--- src/design/led_matrix_text_scroller_top_macros.svh ---
// Assertion helpers shared by the scroller RTL.
`ifndef LED_MATRIX_TEXT_SCROLLER_TOP_MACROS_SVH
`define LED_MATRIX_TEXT_SCROLLER_TOP_MACROS_SVH

// Same-cycle implication, disabled while reset is low.
`define LMTS_ASSERT_IMPL(label, clk, rst_n, ante, cons, msg) \
    label: assert property (@(posedge clk) disable iff (!(rst_n)) (ante) |-> (cons)) \
        else $error(msg);

// Next-cycle implication, disabled while reset is low.
`define LMTS_ASSERT_NEXT(label, clk, rst_n, ante, cons, msg) \
    label: assert property (@(posedge clk) disable iff (!(rst_n)) (ante) |=> (cons)) \
        else $error(msg);

`endif

--- src/design/lmts_pkg.sv ---
`default_nettype none

package lmts_pkg;

    localparam int GLYPH_DEPTH   = 256;
    localparam int MATRIX_WIDTH  = 32;
    localparam int MATRIX_HEIGHT = 8;

    localparam int GLYPH_AW  = $clog2(GLYPH_DEPTH);
    localparam int GLYPH_W   = 64;
    localparam int INDEX_W   = 8;
    localparam int ROW_W     = $clog2(MATRIX_HEIGHT);
    localparam int POS_W     = 9;
    localparam int CMP_W     = 11;
    localparam int TAIL_W    = $clog2(MATRIX_WIDTH + 1);
    localparam int COL_OUT_W = 32;

    localparam int QUEUE_DEPTH = 2;
    localparam int QPTR_W      = $clog2(QUEUE_DEPTH);
    localparam int QCNT_W      = $clog2(QUEUE_DEPTH + 1);

    localparam int S_TDATA_W = 88;
    localparam int S_TUSER_W = 2;
    localparam int M_TDATA_W = 32;
    localparam int M_TUSER_W = 9;

    typedef enum logic [1:0] {
        CMD_LOAD    = 2'd0,
        CMD_START   = 2'd1,
        CMD_STEP    = 2'd2,
        CMD_REFRESH = 2'd3
    } t_cmd;

    typedef struct packed {
        t_cmd                 cmd;
        logic [INDEX_W-1:0]   glyph_index;
        logic [GLYPH_W-1:0]   glyph;
        logic [POS_W-1:0]     text_length;
    } t_cmd_item;

    typedef struct packed {
        logic [COL_OUT_W-1:0]     column_bits;
        logic [MATRIX_HEIGHT-1:0] row_select;
        logic                     last_row;
        logic                     scroll_done;
    } t_row_word;

    typedef enum logic [1:0] {
        ST_IDLE,
        ST_RD_NEXT,
        ST_SHIFT,
        ST_EMIT
    } t_back_state;

endpackage

`default_nettype wire

--- src/design/lmts_front.sv ---
`default_nettype none
`include "led_matrix_text_scroller_top_macros.svh"

module lmts_front
    import lmts_pkg::*;
(
    input  wire logic                 i_clk,
    input  wire logic                 i_rst_n,
    input  wire logic                 i_s_tvalid,
    output logic                      o_s_tready,
    input  wire logic [S_TDATA_W-1:0] i_s_tdata,
    input  wire logic [S_TUSER_W-1:0] i_s_tuser,
    output logic                      o_q_valid,
    output t_cmd_item                 o_q_item,
    input  wire logic                 i_q_pop
);

    t_cmd_item         dec_item;
    logic              idx_ok;
    logic              enq;
    t_cmd_item         r_mem [QUEUE_DEPTH];
    logic [QPTR_W-1:0] r_wr_ptr;
    logic [QPTR_W-1:0] r_rd_ptr;
    logic [QCNT_W-1:0] r_count;

    // classify: split the transfer into fields, drop loads past the store
    always_comb begin
        dec_item.cmd         = t_cmd'(i_s_tuser);
        dec_item.glyph_index = i_s_tdata[INDEX_W-1:0];
        dec_item.glyph       = i_s_tdata[INDEX_W +: GLYPH_W];
        dec_item.text_length = i_s_tdata[INDEX_W + GLYPH_W +: POS_W];
        idx_ok = CMP_W'(dec_item.glyph_index) < CMP_W'(GLYPH_DEPTH);
    end

    assign o_s_tready = r_count != QCNT_W'(QUEUE_DEPTH);
    assign enq = i_s_tvalid && o_s_tready && ((dec_item.cmd != CMD_LOAD) || idx_ok);
    assign o_q_valid = r_count != '0;
    assign o_q_item  = r_mem[r_rd_ptr];

    always_ff @(posedge i_clk) begin
        if (enq) begin
            r_mem[r_wr_ptr] <= dec_item;
        end
    end

    always_ff @(posedge i_clk) begin
        if (!i_rst_n) begin
            r_wr_ptr <= '0;
            r_rd_ptr <= '0;
            r_count  <= '0;
        end else begin
            if (enq) begin
                r_wr_ptr <= (r_wr_ptr == QPTR_W'(QUEUE_DEPTH - 1)) ? '0 : r_wr_ptr + 1'b1;
            end
            if (i_q_pop) begin
                r_rd_ptr <= (r_rd_ptr == QPTR_W'(QUEUE_DEPTH - 1)) ? '0 : r_rd_ptr + 1'b1;
            end
            case ({enq, i_q_pop})
                2'b10:   r_count <= r_count + 1'b1;
                2'b01:   r_count <= r_count - 1'b1;
                default: r_count <= r_count;
            endcase
        end
    end

    `LMTS_ASSERT_IMPL(a_pop_nonempty, i_clk, i_rst_n, i_q_pop, r_count != '0, "pop from empty queue")
    `LMTS_ASSERT_NEXT(a_enq_visible, i_clk, i_rst_n, enq && !i_q_pop, o_q_valid, "queued command lost")

endmodule

`default_nettype wire

--- config.mk ---
export PLATFORM = sky130hd
export DESIGN_NAME = lmts_front
export DESIGN_NICKNAME = d
export VERILOG_FILES = /design/src/design/lmts_pkg.sv /design/src/design/lmts_front.sv
export VERILOG_INCLUDE_DIRS = /design/src /design/src/design
export SDC_FILE = /design/constraint.sdc
export NUM_CORES = 1
export LEC_CHECK = 0
export ABC_AREA = 1
export BUFFER_PORTS_ARGS = -buffer_cell sky130_fd_sc_hd__buf_4
export CAP_MARGIN = 20
export CORE_ASPECT_RATIO = 0.5
export CORE_MARGIN = 2
export CORE_UTILIZATION = 50
export CTS_BUF_LIST = sky130_fd_sc_hd__clkbuf_8
export DETAILED_ROUTE_END_ITERATION = 7
export PLACE_DENSITY = 0.77
export SYNTH_ARGS = -nofsm -noshare
export SYNTH_HDL_FRONTEND = slang
export SYNTH_SLANG_ARGS = --single-unit
--- constraint.sdc ---
create_clock -name i_clk -period 6 [get_ports i_clk]
set_input_delay 0.6 -clock i_clk [delete_from_list [all_inputs] [get_ports i_clk]]
set_output_delay 0.6 -clock i_clk [all_outputs]
set_load 0.02 [all_outputs]
==> tab_implementation.tex, run 1 <==
\begin{tabular}{lr}
\hline
Metric & Value \\
\hline
\multicolumn{2}{l}{\textbf{Timing}} \\
\quad Total negative slack & 0 ns \\
\quad Final period demand of the worst path & 3.20 ns \\
\quad Count of final setup violators & 0 \\
\quad Setup repair after global routing missed its margin & false \\
\quad Achievable Freq & 0.312 GHz \\
\quad Fraction of the cycle the final worst path needs & between 50 and 60\% \\
\quad Number of failing hold endpoints at the final stage & 0 \\
\quad Max Clock Skew & roughly 0.012 ns \\
\quad Fin. max-slew vios & 0 \\
\quad Slew HR & 34.1\% \\
\quad Transition time of the tightest slew-check pin & 0.988 ns \\
\multicolumn{2}{l}{\textbf{Pwr}} \\
\quad Power per Cell Area & between 300 and 400 mW/mm2 \\
\quad Worst IR drop on VDD & 0.168 mV \\
\quad Leakage & 3.31 nW \\
\multicolumn{2}{l}{\textbf{Cells and area}} \\
\quad Commonest non-fill, non-tap cells in the layout & sky130\_fd\_sc\_hd\_\_buf\_4, sky130\_fd\_sc\_hd\_\_edfxtp\_1, sky130\_fd\_sc\_hd\_\_mux2\_4 \\
\quad Layout Nets & $\sim$570 \\
\quad Number of standard cells in the final layout excluding fillers & around 660 \\
\quad Total of fill cells in the finished design & a little over 900 \\
\quad Fraction of final layout cells sized beyond drive strength 1 & 58.8\% \\
\quad Most common cell after layout, fill and taps aside & sky130\_fd\_sc\_hd\_\_buf\_4 \\
\quad Fin util & roughly two thirds \\
\quad Area added between synthesis and finish & 27.1\% \\
\quad N\_diodes & 0 \\
\multicolumn{2}{l}{\textbf{Setup path}} \\
\quad Data arrival time of the critical path & 2.60 ns \\
\quad Startpoint type of the worst setup path & flop \\
\quad CP dominant cell by count & sky130\_fd\_sc\_hd\_\_buf\_4 \\
\quad Worst-path cell chain & buf\_4, mux2\_2, buf\_4 \\
\quad Required arrival time at the worst endpoint & 5.40 ns \\
\quad Largest stage delay on the critical path & about 0.9 ns \\
\quad Top Family by Delay on Critical Path & flip-flops \\
\quad Number of cell instances on the worst register-to-register path & 5 \\
\quad Critical Path Stages & 3 \\
\quad Setup slack on the worst flop-to-flop path & 3.69 ns \\
\quad Cell type of the slowest stage on the worst timing path & sky130\_fd\_sc\_hd\_\_dfxtp\_4 \\
\quad Top fanout value on the critical path & 47 \\
\quad Crit path to & o\_q\_item[71] \\
\quad Nature of the critical path endpoint & primary output \\
\quad Worst flop-to-flop path endpoint & r\_mem[1][45] \\
\quad Launch instance of the worst register-to-register path & r\_count[0] \\
\quad Worst path buffer plus inverter count & 2 \\
\quad Category of the most critical setup path & flop to primary output \\
\multicolumn{2}{l}{\textbf{Floorplanning}} \\
\quad Vert. Die Dim & 85.0 um \\
\quad Num rows & 29 \\
\quad Initial core utilization & roughly half \\
\quad Top Ports & approximately 180 \\
\quad Core box area & 0.0127 mm2 \\
\quad Horizontal extent of the die & 166 um \\
\quad Die outline area & 0.0141 mm2 \\
\multicolumn{2}{l}{\textbf{Route}} \\
\quad Drt wl/cell & about 17 um \\
\quad Via count normalized by instance count & 4.88 \\
\quad Total vias in the final route & 3212 \\
\quad Final ANT Viol Nets & 0 \\
\quad Number of design rule violations left after detail routing & 0 \\
\quad Post-Route WL & $\sim$11 mm \\
\quad Count of TritonRoute iterations in the first routing pass & 6 \\
\quad First-iteration detailed-routing DRC count & 204 \\
\multicolumn{2}{l}{\textbf{Clock tree}} \\
\quad Number of buffers inserted during clock tree synthesis & 17 \\
\quad Max Buffers Root-to-Sink & 2 \\
\quad CTS clk-pin slew, worst paths & 0.09 ns \\
\quad CTS-repair resized insts & 0 \\
\quad Clock root buffer master & sky130\_fd\_sc\_hd\_\_clkbuf\_8 \\
\quad Post-CTS Repair Setup Buffers & 0 \\
\quad H-tree Lvls & 4 \\
\quad Sinks on Clock Net & 171 \\
\quad Clock latency on the worst-skew pair & 0.42 ns \\
\quad TritonCTS clock tree & yes \\
\quad Number of hold buffers added after cts & 0 \\
\multicolumn{2}{l}{\textbf{Place}} \\
\quad Number of instances in the placed design & 627 \\
\quad Post-DP HPWL & 7.43 mm \\
\quad Count of input and output buffers & 171 \\
\quad Final Wtd Congestion & 0.698 \\
\multicolumn{2}{l}{\textbf{Logic synthesis}} \\
\quad Area of the mapped netlist & 0.00656 mm2 \\
\quad Synth Area in XOR/XNOR & 0\% \\
\quad Sequential fraction of the synthesis area & 77.5\% \\
\quad Combinational family with the most area after synthesis & multiplexers \\
\quad Count of warnings emitted by yosys & 0 \\
\quad Arithmetic-cell share of the synthesized area counting full adders, half adders and majority gates & 0.191\% \\
\quad Register bit count reported by yosys & 171 \\
\quad Syn avg cell area & 22.5 um2 \\
\quad Cell taking the most area after synthesis & sky130\_fd\_sc\_hd\_\_edfxtp\_1 \\
\quad Top-area cell type share of the netlist area & 75.9\% \\
\quad Number of nets in the synthesized netlist & between 300 and 400 \\
\quad Proportion of synthesized area in mux cells & 18.2\% \\
\quad Post-synthesis cell count & roughly 290 \\
\quad Cells taking the most area after synthesis & sky130\_fd\_sc\_hd\_\_edfxtp\_1, sky130\_fd\_sc\_hd\_\_mux2\_4, sky130\_fd\_sc\_hd\_\_mux2\_2 \\
\quad Compound-gate portion of the synthesized area & less than 1\% \\
\quad Number of unique standard cell types used by synthesis & 15 \\
\quad Synthesized-area fraction occupied by and/or/nand/nor cells & 1.33\% \\
\multicolumn{2}{l}{\textbf{Status}} \\
\quad Outcome & complete, no violations \\
\multicolumn{2}{l}{\textbf{Global route}} \\
\quad Number of global-route vias before repair & 3374 \\
\quad Total GRT Usage & 15.9\% \\
\quad Grt total ovfl & 0 \\
\quad Largest net degree at the start of global routing & 73 \\
\quad Initial antenna violation count & 0 \\
\quad Wire length of the first global-routing pass & 16.8 mm \\
\multicolumn{2}{l}{\textbf{Run}} \\
\quad Max\_cap viols & 0 \\
\multicolumn{2}{l}{\textbf{Hold path}} \\
\quad Type of the worst min-delay path & input port to flop \\
\hline
\end{tabular}
cell usage after synthesis:
library cell,instances
sky130_fd_sc_hd__a21oi_1,1
sky130_fd_sc_hd__buf_12,7
sky130_fd_sc_hd__buf_2,1
sky130_fd_sc_hd__buf_6,1
sky130_fd_sc_hd__dfxtp_1,5
sky130_fd_sc_hd__edfxtp_1,166
sky130_fd_sc_hd__ha_1,1
sky130_fd_sc_hd__inv_1,4
sky130_fd_sc_hd__mux2_2,13
sky130_fd_sc_hd__mux2_4,70
sky130_fd_sc_hd__nand2_1,10
sky130_fd_sc_hd__nand4_1,1
sky130_fd_sc_hd__nor2_1,10
sky130_fd_sc_hd__o21ai_0,1
sky130_fd_sc_hd__or2_2,1
worst reg2reg max path: stages, from the launching register on:
cell and delay [ns]:
sky130_fd_sc_hd__dfxtp_1 0.36, sky130_fd_sc_hd__inv_1 0.08, sky130_fd_sc_hd__nand2_1 0.08, sky130_fd_sc_hd__nand2_1 0.17, sky130_fd_sc_hd__nor2_4 0.36, sky130_fd_sc_hd__buf_4 0.82
cells by family (layout without fill, tap and decap cells):
kind of cell / after synthesis / count (layout)
compound gates: 2 / 2
flops: 171 / 171
buf+inv: 13 / 209
fa+ha+maj: 1 / 1
mux: 83 / 83
simple gates: 22 / 22
layout make-up:
cell class                 instances  area, um2  area share [%]
sequential                       171       5090            61.0
multi-input combinational        108       1320            15.9
timing repair buffer             174       1310            15.7
clock buffer                      17        234            2.80
tap                              170        213            2.55
clock inverter                    14        164            1.96
inverter                           4       15.0           0.180
registers in the layout, indices dropped and copies added, names as in the netlist, named ones only:
signal    flops
r_count       2
r_mem       166
r_rd_ptr      1
r_wr_ptr      1
layer usage:
layer  wire length, um  up-vias  GRT usage (%)
met3               452       21           4.01
li1                  -     1497              -
met5                 0        -              0
met2              6420       81           30.1
met4               316        0           8.54
met1              4160     1613           16.4
how the worst min path moves through the flow:
stage	endpoint	cells after the start	from	slack (ns)
3_3_place_gp	flop	2	r_rd_ptr	0.47
5_1_grt	r_mem[0][49]	1	i_s_tdata[48]	0.32
4_1_cts	r_mem[1][47]	1	i_s_tdata[46]	0.32
2_1_floorplan	flop	2	r_rd_ptr	0.46
3_5_place_dp	flop	2	r_rd_ptr	0.49
6_report	r_mem[0][9]	1	i_s_tdata[8]	0.35
through the flow:
step	cell area [um2]	power [mW]	setup WS (ns)	hold slack [ns]
2_1_floorplan	6560	1.74	1.24	0.463
3_3_place_gp	7950	1.89	3.16	0.472
3_5_place_dp	7950	1.91	3.18	0.487
4_1_cts	8340	2.72	2.70	0.324
5_1_grt	8340	2.79	2.63	0.318
6_report	8340	2.68	2.80	0.353
power breakdown:
part,internal [mW],switching [mW]
Clock,0.440,0.373
Sequential,1.42,0.0349
Combinational,0.211,0.209
Power figures use the tool's default switching activity.
==> inputs of run 2 (changes only) <==
Settings changed: ABC_AREA 1 to 0.
Clock period 6 ns to 3.1 ns, I/O delays scaled along.
==> run 2 against run 1 <==
Power increased by 100%. First-iteration DRC count decreased by 40%. Worst setup slack got worse by 2.0 ns. Global-route usage increased by 1.3 points. Via count decreased by 2.4%. Highest routed layer unchanged. Clock power increased by 100%. Final cell count decreased by 2.1%. Area after synthesis decreased by 5.4%. Critical path type unchanged. Register-to-register slack got worse by 2.5 ns.
==> tab_implementation.tex, run 2 <==
\begin{tabular}{lr}
\hline
Metric & Value \\
\hline
\multicolumn{2}{l}{\textbf{Pwr}} \\
\quad Leakage & between 3 and 4 nW \\
\quad Worst IR drop on VDD & 0.378 mV \\
\quad Power per Cell Area & between 600 and 700 mW/mm2 \\
\multicolumn{2}{l}{\textbf{Route}} \\
\quad Count of TritonRoute iterations in the first routing pass & 4 \\
\quad Final ANT Viol Nets & 0 \\
\quad Drt wl/cell & 17.3 um \\
\quad Total vias in the final route & 3136 \\
\quad Number of design rule violations left after detail routing & 0 \\
\quad First-iteration detailed-routing DRC count & approximately 120 \\
\quad Via count normalized by instance count & 4.87 \\
\quad Post-Route WL & 11.2 mm \\
\multicolumn{2}{l}{\textbf{Global route}} \\
\quad Number of global-route vias before repair & 3469 \\
\quad Largest net degree at the start of global routing & 63 \\
\quad Initial antenna violation count & 0 \\
\quad Wire length of the first global-routing pass & 17.3 mm \\
\quad Total GRT Usage & 17.2\% \\
\quad Grt total ovfl & 0 \\
\multicolumn{2}{l}{\textbf{Floorplanning}} \\
\quad Horizontal extent of the die & 162 um \\
\quad Num rows & 28 \\
\quad Core box area & 0.0119 mm2 \\
\quad Vert. Die Dim & 82.8 um \\
\quad Initial core utilization & 52.0\% \\
\quad Top Ports & 179 \\
\quad Die outline area & 0.0134 mm2 \\
\multicolumn{2}{l}{\textbf{Status}} \\
\quad Outcome & complete, no violations \\
\multicolumn{2}{l}{\textbf{Timing}} \\
\quad Fraction of the cycle the final worst path needs & 75.8\% \\
\quad Achievable Freq & $\sim$0.43 GHz \\
\quad Total negative slack & 0 ns \\
\quad Fin. max-slew vios & 0 \\
\quad Slew HR & 63.2\% \\
\quad Final period demand of the worst path & 2.35 ns \\
\quad Count of final setup violators & 0 \\
\quad Transition time of the tightest slew-check pin & about 0.55 ns \\
\quad Number of failing hold endpoints at the final stage & 0 \\
\quad Setup repair after global routing missed its margin & false \\
\quad Max Clock Skew & 0.0113 ns \\
\quad Post-layout worst setup margin & 0.750 ns \\
\multicolumn{2}{l}{\textbf{Clock tree}} \\
\quad CTS-repair resized insts & 0 \\
\quad Number of hold buffers added after cts & 0 \\
\quad Sinks on Clock Net & 171 \\
\quad CTS clk-pin slew, worst paths & 0.08 ns \\
\quad H-tree Lvls & 4 \\
\quad Clock latency on the worst-skew pair & roughly 0.43 ns \\
\quad Clock root buffer master & sky130\_fd\_sc\_hd\_\_clkbuf\_8 \\
\quad Post-CTS Repair Setup Buffers & 0 \\
\quad Max Buffers Root-to-Sink & 2 \\
\quad Number of buffers inserted during clock tree synthesis & 17 \\
\quad TritonCTS clock tree & yes \\
\multicolumn{2}{l}{\textbf{Logic synthesis}} \\
\quad Cells taking the most area after synthesis & sky130\_fd\_sc\_hd\_\_edfxtp\_1, sky130\_fd\_sc\_hd\_\_mux2\_2, sky130\_fd\_sc\_hd\_\_dfxtp\_1 \\
\quad Syn avg cell area & 22.1 um2 \\
\quad Sequential fraction of the synthesis area & around four fifths \\
\quad Post-synth ARST share & 0\% \\
\quad Top-area cell type share of the netlist area & roughly 80\% \\
\quad Dominant register cell in the synthesized netlist & sky130\_fd\_sc\_hd\_\_edfxtp\_1 \\
\quad Register bit count reported by yosys & 171 \\
\quad Number of unique standard cell types used by synthesis & 20 \\
\quad Number of nets in the synthesized netlist & 376 \\
\quad Cell taking the most area after synthesis & sky130\_fd\_sc\_hd\_\_edfxtp\_1 \\
\quad Number of flops mapped to enable cells by yosys & 166 \\
\quad Leading cell type by number of instances after synthesis & sky130\_fd\_sc\_hd\_\_edfxtp\_1 \\
\quad Most frequent cells after synthesis & sky130\_fd\_sc\_hd\_\_edfxtp\_1, sky130\_fd\_sc\_hd\_\_mux2\_2, sky130\_fd\_sc\_hd\_\_buf\_4, sky130\_fd\_sc\_hd\_\_dfxtp\_1, sky130\_fd\_sc\_hd\_\_and2\_1 \\
\quad Post-synthesis cell count & 281 \\
\quad Area of the mapped netlist & about 0.0062 mm2 \\
\quad Count of warnings emitted by yosys & 0 \\
\multicolumn{2}{l}{\textbf{Setup path}} \\
\quad Top fanout value on the critical path & 46 \\
\quad Category of the most critical setup path & flop to primary output \\
\quad Startpoint type of the worst setup path & flop \\
\quad Launch instance of the worst register-to-register path & r\_count[0] \\
\quad Data arrival time of the critical path & 2.04 ns \\
\quad Nature of the critical path endpoint & primary output \\
\quad Cell type of the slowest stage on the worst timing path & sky130\_fd\_sc\_hd\_\_dfxtp\_4 \\
\quad Worst-path cell chain & buf\_12, mux2\_2, buf\_4 \\
\quad Required arrival time at the worst endpoint & 2.79 ns \\
\quad Largest stage delay on the critical path & about 0.70 ns \\
\multicolumn{2}{l}{\textbf{Cells and area}} \\
\quad Largest registers ranked by flip-flop count & r\_mem (166), r\_count (2) \\
\quad Total of fill cells in the finished design & between 700 and 800 \\
\quad Register containing the most flip-flops in the final layout & r\_mem \\
\quad N\_diodes & 0 \\
\quad Commonest non-fill, non-tap cells in the layout & sky130\_fd\_sc\_hd\_\_buf\_4, sky130\_fd\_sc\_hd\_\_edfxtp\_1, sky130\_fd\_sc\_hd\_\_mux2\_2 \\
\quad Layout Nets & 561 \\
\quad Most common cell after layout, fill and taps aside & sky130\_fd\_sc\_hd\_\_buf\_4 \\
\quad Area added between synthesis and finish & 31.2\% \\
\quad Max reg flops & 166 \\
\quad Fraction of final layout cells sized beyond drive strength 1 & 61.0\% \\
\multicolumn{2}{l}{\textbf{Run}} \\
\quad Max\_cap viols & 0 \\
\multicolumn{2}{l}{\textbf{Place}} \\
\quad Post-DP HPWL & approximately 7.4 mm \\
\quad Pre-CTS worst setup slack & 1.18 ns \\
\quad Final Wtd Congestion & 0.707 \\
\quad Count of input and output buffers & 171 \\
\multicolumn{2}{l}{\textbf{Hold path}} \\
\quad Type of the worst min-delay path & input port to flop \\
\quad Worst Hold Launch & i\_s\_tdata[11] \\
\hline
\end{tabular}
-- run 2: through the flow --
| step | power (mW) | hold WS, ns | utilization (%) | instance area, um2 | cells |
|---|---|---|---|---|---|
| finish | 5.41 | 0.0583 | 68.2 | 8140 | 644 |
| global route | 5.63 | 0.0258 | 68.2 | 8140 | 644 |
| CTS | 5.47 | 0.0285 | 68.2 | 8140 | 644 |
| detailed placement | 3.84 | 0.498 | 64.6 | 7710 | 612 |
| global placement | 3.81 | 0.481 | 64.6 | 7710 | 612 |
| floorplan | 3.41 | 0.409 | - | 6210 | 281 |
-- run 2: critical path, delay by kind of cell (launching register included) --
kind     cells  cell delay, ns
mux          1            0.37
flops        1            0.70
buf+inv      2            0.49
-- run 2: worst paths after layout --
| kind | depth (start not counted) | slack (ns) | end |
|---|---|---|---|
| setup reg to reg | 3 | 1.21 | r_mem[1][54] |
| setup / recovery | 3 | 0.75 | o_q_item[65] |
| hold / removal | 1 | 0.06 | r_mem[1][12] |
| hold reg to reg | 2 | 0.52 | r_count[1] |
-- run 2: power by group --
part | switching [mW] | internal [mW]
Combinational | 0.488 | 0.438
Sequential | 0.0675 | 2.77
Clock | 0.752 | 0.890
-- run 2: metal layers --
layer / share of wire [%] / vias up / GRT usage, %
li1: - / 1477 / -
met1: 38 / 1550 / 18.3
met2: 55 / 89 / 32.3
met3: 4.8 / 20 / 4.70
met4: 2.2 / 0 / 6.98
met5: 0 / - / 0
-- run 2: layout make-up --
| type | count | area, um2 | share of cell area, % |
|---|---|---|---|
| Tap cell | 165 | 206 | 2.53 |
| Clock buffer | 18 | 248 | 3.04 |
| Multi-Input combinational cell | 100 | 1060 | 13.1 |
| Clock inverter | 14 | 181 | 2.23 |
| Timing Repair Buffer | 175 | 1350 | 16.6 |
| Sequential cell | 171 | 5090 | 62.5 |
| Inverter | 1 | 5.00 | 0.0615 |
-- run 2: kinds of logic (layout without fill, tap and decap cells) --
kind of cell | after synthesis | after routing | synth area share, %
XOR/XNOR | 3 | 3 | 0.423
buffers and inverters | 10 | 208 | 1.07
multiplexers | 83 | 83 | 15.1
AO/OA/AOI/OAI | 4 | 4 | 0.484
flip-flops | 171 | 171 | 81.9
adder cells (fa/ha/maj) | 1 | 1 | 0.201
AND/OR/NAND/NOR | 9 | 9 | 0.887
==> inputs of run 3 (changes only) <==
Clock period 3.1 ns to 2.32 ns, I/O delays scaled along.
==> run 3 against run 2 <==
Flip-flop and latch count unchanged. Combinational power up 52%. Final cell count up 13%. Clock power up 40%. Register-to-register slack worse by 0.56 ns. Critical path depth unchanged. Non-clock buffer count up 85. Utilization up 7.5 points. Clock-buffer cell count down 1. Critical path type unchanged. Largest power group unchanged. Highest routed layer unchanged.
==> tab_implementation.tex, run 3 (same netlist as run 2, synthesis figures left out) <==
\begin{tabular}{lr}
\hline
Metric & Value \\
\hline
\multicolumn{2}{l}{\textbf{Cells and area}} \\
\quad Fin util & 75.6\% \\
\quad Register containing the most flip-flops in the final layout & r\_mem \\
\quad Fraction of final layout cells sized beyond drive strength 1 & 51.8\% \\
\quad Number of standard cells in the final layout excluding fillers & 729 \\
\quad Area added between synthesis and finish & 45.5\% \\
\quad Largest registers ranked by flip-flop count & r\_mem (166), r\_count (2) \\
\quad Max reg flops & 166 \\
\quad N\_diodes & 0 \\
\quad Layout Nets & 646 \\
\quad Commonest non-fill, non-tap cells in the layout & sky130\_fd\_sc\_hd\_\_buf\_4, sky130\_fd\_sc\_hd\_\_edfxtp\_1, sky130\_fd\_sc\_hd\_\_mux2\_2, sky130\_fd\_sc\_hd\_\_dlygate4sd3\_1, sky130\_fd\_sc\_hd\_\_clkbuf\_8 \\
\quad Total non-filler cell area in the finished layout & 0.00903 mm2 \\
\quad Most common cell after layout, fill and taps aside & sky130\_fd\_sc\_hd\_\_buf\_4 \\
\multicolumn{2}{l}{\textbf{Floorplanning}} \\
\quad Die outline area & 0.0134 mm2 \\
\quad Horizontal extent of the die & 162 um \\
\quad Core box area & roughly 0.012 mm2 \\
\quad Top Ports & approximately 180 \\
\quad Vert. Die Dim & between 80 and 90 um \\
\quad Num rows & 28 \\
\quad Initial core utilization & around 52\% \\
\multicolumn{2}{l}{\textbf{Pwr}} \\
\quad Overall power of the completed layout & 7.49 mW \\
\quad Proportion of power drawn by flip-flops and latches & 50.7\% \\
\quad Combinational share of power & a little under a fifth \\
\quad Net Switching & $\sim$1.8 mW \\
\quad Worst IR drop on VDD & $\sim$0.6 mV \\
\quad Leakage & 3.39 nW \\
\quad Portion of total power attributed to the clock network & between 30\% and 40\% \\
\quad Power per Cell Area & 829 mW/mm2 \\
\quad Switching Fraction & 24.3\% \\
\quad Pint & 5.67 mW \\
\multicolumn{2}{l}{\textbf{Setup path}} \\
\quad Required arrival time at the worst endpoint & 2.09 ns \\
\quad Startpoint type of the worst setup path & flop \\
\quad Nature of the critical path endpoint & primary output \\
\quad Cell type of the slowest stage on the worst timing path & sky130\_fd\_sc\_hd\_\_dfxtp\_4 \\
\quad Data arrival time of the critical path & 1.86 ns \\
\quad Top fanout value on the critical path & 28 \\
\quad Worst-path cell chain & buf\_12, mux2\_2, buf\_4 \\
\quad Top Family by Delay on Critical Path & flip-flops \\
\quad Category of the most critical setup path & flop to primary output \\
\quad Largest stage delay on the critical path & roughly 0.6 ns \\
\quad Worst path buffer plus inverter count & 2 \\
\multicolumn{2}{l}{\textbf{Timing}} \\
\quad Max Clock Skew & 0.00972 ns \\
\quad Fraction of the cycle the final worst path needs & between 80\% and 90\% \\
\quad Fin Hold WS & about 0.04 ns \\
\quad Setup repair after global routing missed its margin & false \\
\quad Transition time of the tightest slew-check pin & roughly 0.40 ns \\
\quad Count of final setup violators & 0 \\
\quad Post-layout worst setup margin & 0.233 ns \\
\quad Fin. max-slew vios & 0 \\
\quad Achievable Freq & 0.479 GHz \\
\quad Final period demand of the worst path & 2.09 ns \\
\quad Slew HR & between 70\% and 80\% \\
\quad Number of failing hold endpoints at the final stage & 0 \\
\quad Total negative slack & 0 ns \\
\multicolumn{2}{l}{\textbf{Global route}} \\
\quad Initial antenna violation count & 0 \\
\quad Number of global-route vias before repair & 3897 \\
\quad Total GRT Usage & 20.0\% \\
\quad Grt total ovfl & 0 \\
\quad Wire length of the first global-routing pass & 20.2 mm \\
\quad Largest net degree at the start of global routing & 51 \\
\multicolumn{2}{l}{\textbf{Place}} \\
\quad Count of input and output buffers & 171 \\
\quad Number of instances in the placed design & between 600 and 700 \\
\quad Post-DP HPWL & 7.42 mm \\
\quad Final Wtd Congestion & 0.728 \\
\quad Pre-CTS worst setup slack & about 0.66 ns \\
\quad Dpl cell area & slightly below 0.008 mm2 \\
\multicolumn{2}{l}{\textbf{Route}} \\
\quad Drt wl/cell & approximately 18 um \\
\quad Total vias in the final route & 3521 \\
\quad Number of design rule violations left after detail routing & 0 \\
\quad First-iteration detailed-routing DRC count & between 200 and 250 \\
\quad Count of TritonRoute iterations in the first routing pass & 4 \\
\quad Final ANT Viol Nets & 0 \\
\quad Via count normalized by instance count & 4.83 \\
\quad Post-Route WL & 13.0 mm \\
\multicolumn{2}{l}{\textbf{Clock tree}} \\
\quad Clock latency on the worst-skew pair & 0.42 ns \\
\quad Clock root buffer master & sky130\_fd\_sc\_hd\_\_clkbuf\_8 \\
\quad Sinks on Clock Net & 171 \\
\quad Max Buffers Root-to-Sink & 2 \\
\quad TritonCTS clock tree & yes \\
\quad H-tree Lvls & 4 \\
\quad Number of buffers inserted during clock tree synthesis & 17 \\
\quad CTS clk-pin slew, worst paths & 0.08 ns \\
\quad CTS-repair resized insts & 0 \\
\multicolumn{2}{l}{\textbf{Hold path}} \\
\quad Type of the worst min-delay path & input port to flop \\
\multicolumn{2}{l}{\textbf{Status}} \\
\quad Outcome & complete, no violations \\
\multicolumn{2}{l}{\textbf{Run}} \\
\quad Max\_cap viols & 0 \\
\hline
\end{tabular}
[run 3: per-layer routing]
layer,global-route usage (%),wire (um)
met1,22.2,4940
met2,37.2,7220
met3,4.85,474
met4,7.71,322
met5,0,0
[run 3: path summary, 6_finish.rpt]
| path | start | endpoint | slack [ns] | depth (start not counted) |
|---|---|---|---|---|
| max | flop | o_q_item[61] | 0.23 | 3 |
| min | i_rst_n | flop | 0.04 | 2 |
| max reg2reg | r_count[0] | r_mem[1][40] | 0.65 | 3 |
| min reg2reg | r_count[1] | r_count[1] | 0.54 | 2 |
[run 3: layout make-up]
type | count | area [um2]
clock buffers | 17 | 234
well taps | 165 | 206
clock inverters | 15 | 205
repair buffers | 260 | 2220
inverters | 1 | 7.51
flip-flops and latches | 171 | 5090
fillers | 692 | 2910
multi-input cells | 100 | 1070
[run 3: power groups by stage]
stage	registers, mW	clock network, mW	logic, mW
after floorplan	3.83	0	0.726
after global placement	3.84	0	1.27
after detailed placement	3.86	0	1.29
after CTS	3.79	2.32	1.41
after global routing	3.82	2.46	1.49
final	3.79	2.29	1.41
[run 3: what timing repair did]
item,CTS,global route
endpoints found under the setup margin,0,0
setup buffers,0,0
hold buffers,83,0
endpoints found under the hold margin,166,0
